<file path="src/rtl/dboc_pkg.sv">
package dboc_pkg;

	localparam int unsigned QUIET_W  = 16;
	localparam int unsigned COUNT_W  = 8;
	localparam int unsigned HOLD_W   = 24;
	localparam int unsigned GAIN_W   = 8;
	localparam int unsigned SAMPLE_W = 10;
	localparam int unsigned CFG_W    = 24;
	localparam int unsigned IDX_W    = 2;

	localparam logic [QUIET_W-1:0] QUIET_TOP = {QUIET_W{1'b1}};
	localparam logic [HOLD_W-1:0]  HOLD_TOP  = {HOLD_W{1'b1}};
	localparam logic [7:0]         DRIVE_TOP = 8'hFF;

	localparam logic [IDX_W-1:0] REG_DEBOUNCE = 2'd0;
	localparam logic [IDX_W-1:0] REG_MAX      = 2'd1;
	localparam logic [IDX_W-1:0] REG_HOLD     = 2'd2;
	localparam logic [IDX_W-1:0] REG_GAIN     = 2'd3;

	localparam logic [QUIET_W-1:0] DEBOUNCE_RST = 16'd50;
	localparam logic [COUNT_W-1:0] MAX_RST      = 8'd6;
	localparam logic [HOLD_W-1:0]  HOLD_RST     = 24'd30000;
	localparam logic [GAIN_W-1:0]  GAIN_RST     = 8'd38;

	typedef struct packed {
		logic [QUIET_W-1:0] debounce_ticks;
		logic [COUNT_W-1:0] max_people;
		logic [HOLD_W-1:0]  hold_ticks;
		logic [GAIN_W-1:0]  gain_q8;
	} cfg_t;

	typedef struct packed {
		logic [COUNT_W-1:0] count;
		logic               send;
	} tally_t;

endpackage

</file>
<file path="src/rtl/dboc_debounce.sv">
module dboc_debounce (
	input  logic                        clk,
	input  logic                        arst_n,
	input  logic                        en,
	input  logic                        level,
	input  logic [dboc_pkg::QUIET_W-1:0] debounce_ticks,
	output logic                        press
);
	import dboc_pkg::*;

	logic               prev_q;
	logic               stable_q;
	logic [QUIET_W-1:0] quiet_q;
	logic [QUIET_W-1:0] quiet_nxt;
	logic               take;

	always_comb begin
		if (level != prev_q) begin
			quiet_nxt = '0;
		end else if (quiet_q != QUIET_TOP) begin
			quiet_nxt = quiet_q + 1'b1;
		end else begin
			quiet_nxt = quiet_q;
		end
		take  = (quiet_nxt > debounce_ticks) && (level != stable_q);
		press = take && !level;
	end

	always_ff @(posedge clk or negedge arst_n) begin
		if (!arst_n) begin
			prev_q   <= 1'b1;
			stable_q <= 1'b0;
			quiet_q  <= '0;
		end else if (en) begin
			prev_q  <= level;
			quiet_q <= quiet_nxt;
			if (take) begin
				stable_q <= level;
			end
		end
	end

endmodule

</file>
<file path="src/rtl/dboc_tally.sv">
module dboc_tally (
	input  logic            clk,
	input  logic            arst_n,
	input  logic            en,
	input  logic            inc_press,
	input  logic            dec_press,
	input  logic            link,
	input  dboc_pkg::cfg_t  cfg,
	output dboc_pkg::tally_t res
);
	import dboc_pkg::*;

	logic [COUNT_W-1:0] occ_q;
	logic               pend_q;
	logic [HOLD_W-1:0]  hold_q;

	logic [COUNT_W:0]   up;
	logic [COUNT_W-1:0] occ_a;
	logic [COUNT_W-1:0] occ_b;
	logic               changed;
	logic               pend_nxt;
	logic [HOLD_W-1:0]  hold_nxt;
	logic               send;

	always_comb begin
		up      = {1'b0, occ_q} + 1'b1;
		occ_a   = occ_q;
		changed = 1'b0;
		if (inc_press) begin
			if (up > {1'b0, cfg.max_people}) begin
				occ_a = cfg.max_people;
			end else begin
				occ_a   = up[COUNT_W-1:0];
				changed = 1'b1;
			end
		end
		occ_b = occ_a;
		if (dec_press && occ_a != '0) begin
			occ_b   = occ_a - 1'b1;
			changed = 1'b1;
		end

		pend_nxt = pend_q;
		hold_nxt = hold_q;
		if (changed) begin
			pend_nxt = 1'b1;
			hold_nxt = '0;
		end else if (pend_q && hold_q != HOLD_TOP) begin
			hold_nxt = hold_q + 1'b1;
		end

		send = 1'b0;
		if (pend_nxt && hold_nxt >= cfg.hold_ticks) begin
			if (link) begin
				pend_nxt = 1'b0;
				send     = 1'b1;
			end else begin
				hold_nxt = '0;
			end
		end

		res.count = occ_b;
		res.send  = send;
	end

	always_ff @(posedge clk or negedge arst_n) begin
		if (!arst_n) begin
			occ_q  <= '0;
			pend_q <= 1'b0;
			hold_q <= '0;
		end else if (en) begin
			occ_q  <= occ_b;
			pend_q <= pend_nxt;
			hold_q <= hold_nxt;
		end
	end

endmodule

</file>
<file path="src/rtl/dboc_lamp.sv">
module dboc_lamp (
	input  logic [dboc_pkg::SAMPLE_W-1:0] sample,
	input  logic [dboc_pkg::GAIN_W-1:0]   gain_q8,
	input  logic [dboc_pkg::COUNT_W-1:0]  count,
	input  logic [dboc_pkg::COUNT_W-1:0]  max_people,
	output logic [7:0]                    vacant,
	output logic [7:0]                    full
);
	import dboc_pkg::*;

	logic [SAMPLE_W+GAIN_W-1:0] product;
	logic [SAMPLE_W-1:0]        scaled;
	logic [7:0]                 drive;

	always_comb begin
		product = {{GAIN_W{1'b0}}, sample} * {{SAMPLE_W{1'b0}}, gain_q8};
		scaled  = product[SAMPLE_W+GAIN_W-1:GAIN_W];
		drive   = (scaled > {2'b00, DRIVE_TOP}) ? DRIVE_TOP : scaled[7:0];
		vacant  = '0;
		full    = '0;
		if (count != '0) begin
			if (count >= max_people) begin
				full = drive;
			end else begin
				vacant = drive;
			end
		end
	end

endmodule

</file>
<file path="src/rtl/debounced_occupancy_counter.sv">
// channel | handshake             | payload
// --------+-----------------------+---------------------------------------------
// in      | in_valid / in_stall   | inc_level, dec_level, bright_sample, link_up
// out     | out_valid / out_stall | people_count, vacant_drive, full_drive,
//         |                       | send_update
// cfg     | cfg_we (no wait)      | cfg_index, cfg_data
//
// One request per cycle while out_stall is low; each request goes through the
// input register, then all debounce, count, report-timer and lamp logic in one
// pass into the result register. The state registers update as a request
// moves from the input register into the result register.
// Reset clears the state and loads the register defaults.
// out_stall holds a full result register and, through it, the input register.
module debounced_occupancy_counter (
	input  logic                          clk,
	input  logic                          arst_n,
	input  logic                          in_valid,
	output logic                          in_stall,
	input  logic                          inc_level,
	input  logic                          dec_level,
	input  logic [dboc_pkg::SAMPLE_W-1:0] bright_sample,
	input  logic                          link_up,
	output logic                          out_valid,
	input  logic                          out_stall,
	output logic [dboc_pkg::COUNT_W-1:0]  people_count,
	output logic [7:0]                    vacant_drive,
	output logic [7:0]                    full_drive,
	output logic                          send_update,
	input  logic                          cfg_we,
	input  logic [dboc_pkg::IDX_W-1:0]    cfg_index,
	input  logic [dboc_pkg::CFG_W-1:0]    cfg_data
);
	import dboc_pkg::*;

	cfg_t cfg_q;

	logic                valid_s1;
	logic                inc_s1;
	logic                dec_s1;
	logic [SAMPLE_W-1:0] sample_s1;
	logic                link_s1;

	logic                valid_s2;
	logic [COUNT_W-1:0]  count_s2;
	logic [7:0]          vacant_s2;
	logic [7:0]          full_s2;
	logic                send_s2;

	logic                advance;
	logic                fire;
	logic                take_in;
	logic                inc_press;
	logic                dec_press;
	tally_t              tally;
	logic [7:0]          vacant;
	logic [7:0]          full;

	assign advance  = !valid_s2 || !out_stall;
	assign fire     = valid_s1 && advance;
	assign in_stall = valid_s1 && !advance;
	assign take_in  = in_valid && !in_stall;

	always_ff @(posedge clk or negedge arst_n) begin
		if (!arst_n) begin
			cfg_q.debounce_ticks <= DEBOUNCE_RST;
			cfg_q.max_people     <= MAX_RST;
			cfg_q.hold_ticks     <= HOLD_RST;
			cfg_q.gain_q8        <= GAIN_RST;
		end else if (cfg_we) begin
			case (cfg_index)
				REG_DEBOUNCE: cfg_q.debounce_ticks <= cfg_data[QUIET_W-1:0];
				REG_MAX:      cfg_q.max_people     <= cfg_data[COUNT_W-1:0];
				REG_HOLD:     cfg_q.hold_ticks     <= cfg_data[HOLD_W-1:0];
				REG_GAIN:     cfg_q.gain_q8        <= cfg_data[GAIN_W-1:0];
				default: begin
				end
			endcase
		end
	end

	always_ff @(posedge clk or negedge arst_n) begin
		if (!arst_n) begin
			valid_s1 <= 1'b0;
		end else if (!in_stall) begin
			valid_s1 <= in_valid;
		end
	end

	always_ff @(posedge clk) begin
		if (take_in) begin
			inc_s1    <= inc_level;
			dec_s1    <= dec_level;
			sample_s1 <= bright_sample;
			link_s1   <= link_up;
		end
	end

	dboc_debounce u_inc (
		.clk            (clk),
		.arst_n         (arst_n),
		.en             (fire),
		.level          (inc_s1),
		.debounce_ticks (cfg_q.debounce_ticks),
		.press          (inc_press)
	);

	dboc_debounce u_dec (
		.clk            (clk),
		.arst_n         (arst_n),
		.en             (fire),
		.level          (dec_s1),
		.debounce_ticks (cfg_q.debounce_ticks),
		.press          (dec_press)
	);

	dboc_tally u_tally (
		.clk       (clk),
		.arst_n    (arst_n),
		.en        (fire),
		.inc_press (inc_press),
		.dec_press (dec_press),
		.link      (link_s1),
		.cfg       (cfg_q),
		.res       (tally)
	);

	dboc_lamp u_lamp (
		.sample     (sample_s1),
		.gain_q8    (cfg_q.gain_q8),
		.count      (tally.count),
		.max_people (cfg_q.max_people),
		.vacant     (vacant),
		.full       (full)
	);

	always_ff @(posedge clk or negedge arst_n) begin
		if (!arst_n) begin
			valid_s2 <= 1'b0;
		end else if (advance) begin
			valid_s2 <= valid_s1;
		end
	end

	always_ff @(posedge clk) begin
		if (fire) begin
			count_s2  <= tally.count;
			vacant_s2 <= vacant;
			full_s2   <= full;
			send_s2   <= tally.send;
		end
	end

	assign out_valid    = valid_s2;
	assign people_count = count_s2;
	assign vacant_drive = vacant_s2;
	assign full_drive   = full_s2;
	assign send_update  = send_s2;

	a_stall_needs_item: assert property (@(posedge clk) disable iff (!arst_n)
		in_stall |-> (valid_s1 && valid_s2 && out_stall))
		else $error("input stalled without a held request");

	a_fire_fills_out: assert property (@(posedge clk) disable iff (!arst_n)
		fire |=> valid_s2)
		else $error("request lost between stages");

	a_drain: assert property (@(posedge clk) disable iff (!arst_n)
		(valid_s2 && !out_stall && !valid_s1) |=> !valid_s2)
		else $error("result repeated after delivery");

	a_one_lamp: assert property (@(posedge clk) disable iff (!arst_n)
		valid_s2 |-> !(vacant_s2 != '0 && full_s2 != '0))
		else $error("both lamps driven");

endmodule
</file>
<file path="config.mk">
export PLATFORM = sky130hd
export DESIGN_NAME = debounced_occupancy_counter
export DESIGN_NICKNAME = d
export VERILOG_FILES = /design/src/rtl/dboc_pkg.sv /design/src/rtl/dboc_debounce.sv /design/src/rtl/dboc_tally.sv /design/src/rtl/dboc_lamp.sv /design/src/rtl/debounced_occupancy_counter.sv
export SDC_FILE = /design/constraint.sdc
export NUM_CORES = 1
export LEC_CHECK = 0
export ABC_AREA = 1
export BUFFER_PORTS_ARGS = -buffer_cell sky130_fd_sc_hd__buf_2
export CORE_MARGIN = 3
export CORE_UTILIZATION = 60
export DETAILED_ROUTE_END_ITERATION = 7
export GPL_ROUTABILITY_DRIVEN = 0
export PLACE_DENSITY = 0.81
export SLEW_MARGIN = 5
export SYNTH_ARGS = -nofsm -noshare
export SYNTH_HDL_FRONTEND = slang
export SYNTH_SLANG_ARGS = --single-unit
</file>
<file path="constraint.sdc">
create_clock -name clk -period 7.51 [get_ports clk]
set_input_delay 0.751 -clock clk [delete_from_list [all_inputs] [get_ports clk]]
set_output_delay 0.751 -clock clk [all_outputs]
set_load 0.05 [all_outputs]
</file>
==> out/metrics.csv <==
stage,metric,value,unit
outcome,status,completed,
final_layout,final core occ,67.64,%
placement,cell area after placement,0.01300,mm²
floorplanning,die height,150.1,µm
logic_synthesis,Mapped Area,0.01245,mm²
min_path,Hold Path Class,in -> async,
setup_path,"delay-heaviest family, CP",simple AND/OR/NAND/NOR gates,
routing,TritonRoute pass-1 iters,6,
final_layout,Fillers,1661,
logic_synthesis,Yosys warnings,0,
timing,min Tclk post-route,6.820,ns
setup_path,Critical Path Most Common Cell,nand2_1,
routing,initial DRC count,969,
setup_path,Worst Setup End Kind,register,
floorplanning,Die X,150.1,µm
logic_synthesis,"FF+latch count, synth",165,
setup_path,Worst R2R End,send_update,
grt,vias in the first global route,10260,
pwr,Power Total,4.094,mW
clock_network,clk_lat worst skew,0.44,ns
routing,Vias/cell,5.427,
setup_path,Critical Path Source Type,register,
setup_path,Reg-to-Reg Start,u_inc.quiet_q[0],
grt,Overflow after GRT,0,
setup_path,FF-to-FF path depth,64,
timing,Setup-failing EPs final,0,
floorplanning,DIE AREA,0.02252,mm²
final_layout,Final #Nets,1884,
floorplanning,Core Region,0.02030,mm²
flow_run,max_cap viols,0,
clock_network,clk buf depth,2,
pwr,worst vdd ir,0.1863,mV
timing,period utilisation layout,90.82,%
grt,initial antenna violation count,0,
final_layout,FF+latch area,0.004340,mm²
floorplanning,initial core utilization,61.34,%
clock_network,Worst-path clk slew,0.07,ns
routing,DR vias,10670,
pwr,leak pwr,7.298,nW
timing,final slew viol count,0,
timing,Worst Max-Slew Pin Slew,1.047,ns
pwr,Pwr per Cell Area,298.2,mW/mm²
setup_path,CP Data Required Time,7.69,ns
placement,PortBufs,70,
routing,drt wl/cell,14.39,µm
routing,drt total wl,28280,µm
grt,largest net degree at the start of global routing,71,
final_layout,share of cells above drive strength 1,10.56,%
setup_path,max incr delay on CP,0.38,ns
final_layout,antenna cell count,0,
final_layout,Area Overhead vs Synth,10.27,%
timing,fmax,146.6,MHz
floorplanning,Top Ports,71,
timing,final setup skew,0.008853,ns
routing,Routed Antenna Nets,0,
setup_path,Critical-path top delay cell,dfrtp_1,
setup_path,critical path class,reg -> reg,
timing,final hold vios,0,
setup_path,Worst R2R Setup Slack,0.69,ns
clock_network,hold buffer count at cts,0,
setup_path,critical path arrival,7.00,ns
timing,Slew HR,30.02,%
timing,Setup TNS,0,ns
logic_synthesis,top_reg_cell synth,dfrtp_1,
routing,DR DRC count,0,
logic_synthesis,"Async S/R FF share, synth",76.97,%
setup_path,"Max FO, Critical Path",9,
timing,Worst Hold Slack,0.4109,ns
setup_path,crit path buf inv count,9,
clock_network,Num CTS Buffers,17,
clock_network,clock sink count,165,
logic_synthesis,Yosys cell types,48,
final_layout,Finished Cell Area,0.01373,mm²
grt,total track usage,25.82,%
final_layout,area of the multi-input gates,0.006878,mm²
logic_synthesis,Mapped Avg Cell Area,7.658,µm²
logic_synthesis,"Seq/Total Area, Yosys",34.86,%
placement,Post-DP HPWL,20670,µm
clock_network,# H-tree levels,4,
logic_synthesis,Post-synth EDFFs,38,
clock_network,Root Buffer,clkbuf_16,
logic_synthesis,Synth Net Count,1828,
grt,global-route wire length before repair,47160,µm
floorplanning,Rows,52,
logic_synthesis,Cells after Synth,1626,
clock_network,CTS tree,built,
## where the power goes
part	switching, mW	internal, mW
clock network	0.399	0.485
logic	1.26	0.686
registers	0.133	1.13
total	1.79	2.30
## worst max-delay path by stage
stage	slack, ns	from	end	cells past startpoint
detailed placement	0.28	u_inc.quiet_q[0]	u_tally.hold_q[21]	65
global placement	0.63	u_inc.quiet_q[0]	u_tally.hold_q[1]	65
finish	0.69	u_inc.quiet_q[0]	send_update	64
global route	-0.05	u_inc.quiet_q[0]	u_tally.hold_q[3]	66
CTS	0.20	u_inc.quiet_q[0]	u_tally.hold_q[21]	65
floorplan	1.25	u_inc.quiet_q[0]	u_tally.hold_q[16]	66
## area by class of cell
class / instances / share of cell area, %
sequential: 165 / 31.61
inverter: 301 / 8.228
clock buffer: 19 / 3.299
timing repair buffer: 83 / 3.280
clock inverter: 13 / 1.030
tap: 270 / 2.460
multi-input combinational: 1114 / 50.09
## sequential cells by signal (all words and copies together) (netlist names), 8 cells and up
register        flops
sample_s1          10
vacant_drive        8
u_inc.quiet_q      16
full_drive          8
u_tally.hold_q     24
people_count        8
u_dec.quiet_q      16
u_tally.occ_q       8
cfg_q              56
## layout by cell type, fill, tap and decap left out, drive strengths merged, types with 11 or more instances in the layout
cell and instances:
dfrtp 110, clkbuf 19, inv 304, edfxtp 38
buf 83, ha 111, xnor2 13, nand3 44
nor2 117, xor2 31, o21ai 124, fa 47
a21oi 59, dfstp 17, nor3 46, nand2 457
or2 11, nand4 14
## metrics by stage
stage / cells / setup WS (ns)
final: 1965 / 0.6896
after global routing: 1965 / -0.04804
after global placement: 1924 / 0.6326
after detailed placement: 1924 / 0.2774
after floorplan: 1626 / 1.245
after CTS: 1956 / 0.1974
## cell families (layout without fill, tap and decap cells)
family | after synthesis | after routing | share of synthesized area [%]
and+or+nand+nor | 703 | 706 | 23.69
buffers and inverters | 350 | 416 | 10.74
AOI/OAI and AO/OA | 205 | 205 | 8.762
DFF | 165 | 165 | 34.86
adders and majority gates | 158 | 158 | 18.71
xor gates and xnor gates | 44 | 44 | 3.155
muxes | 1 | 1 | 0.08039
## layer usage
layer / GRT usage (%) / vias to the layer above / wire length [µm]
met3: 4.452 / 60 / 1814
met1: 34.64 / 5004 / 12210
li1: - / 5222 / -
met5: 0 / - / 0
met2: 43.52 / 379 / 13720
met4: 6.953 / 0 / 533
## repair_timing
action                                  in CTS  in global routing
endpoints found under the setup margin       0                 42
setup buffers                                0                  6
gates resized for setup                      0                 12
## synthesized netlist by cell type, types with 30 or more instances
library cell    n  area [µm²]
nand2_1       446        1674
inv_1         295        1107
o21ai_0       117       585.6
nor2_1        116       435.4
ha_1          111        1389
dfrtp_1       110        2753
a21oi_1        59       295.3
fa_1           47       940.9
clkbuf_1       45       168.9
nor3_1         45       225.2
edfxtp_1       38        1141
nand3_1        36       180.2
xor2_1         30       262.8
Power figures use the tool's default switching activity.
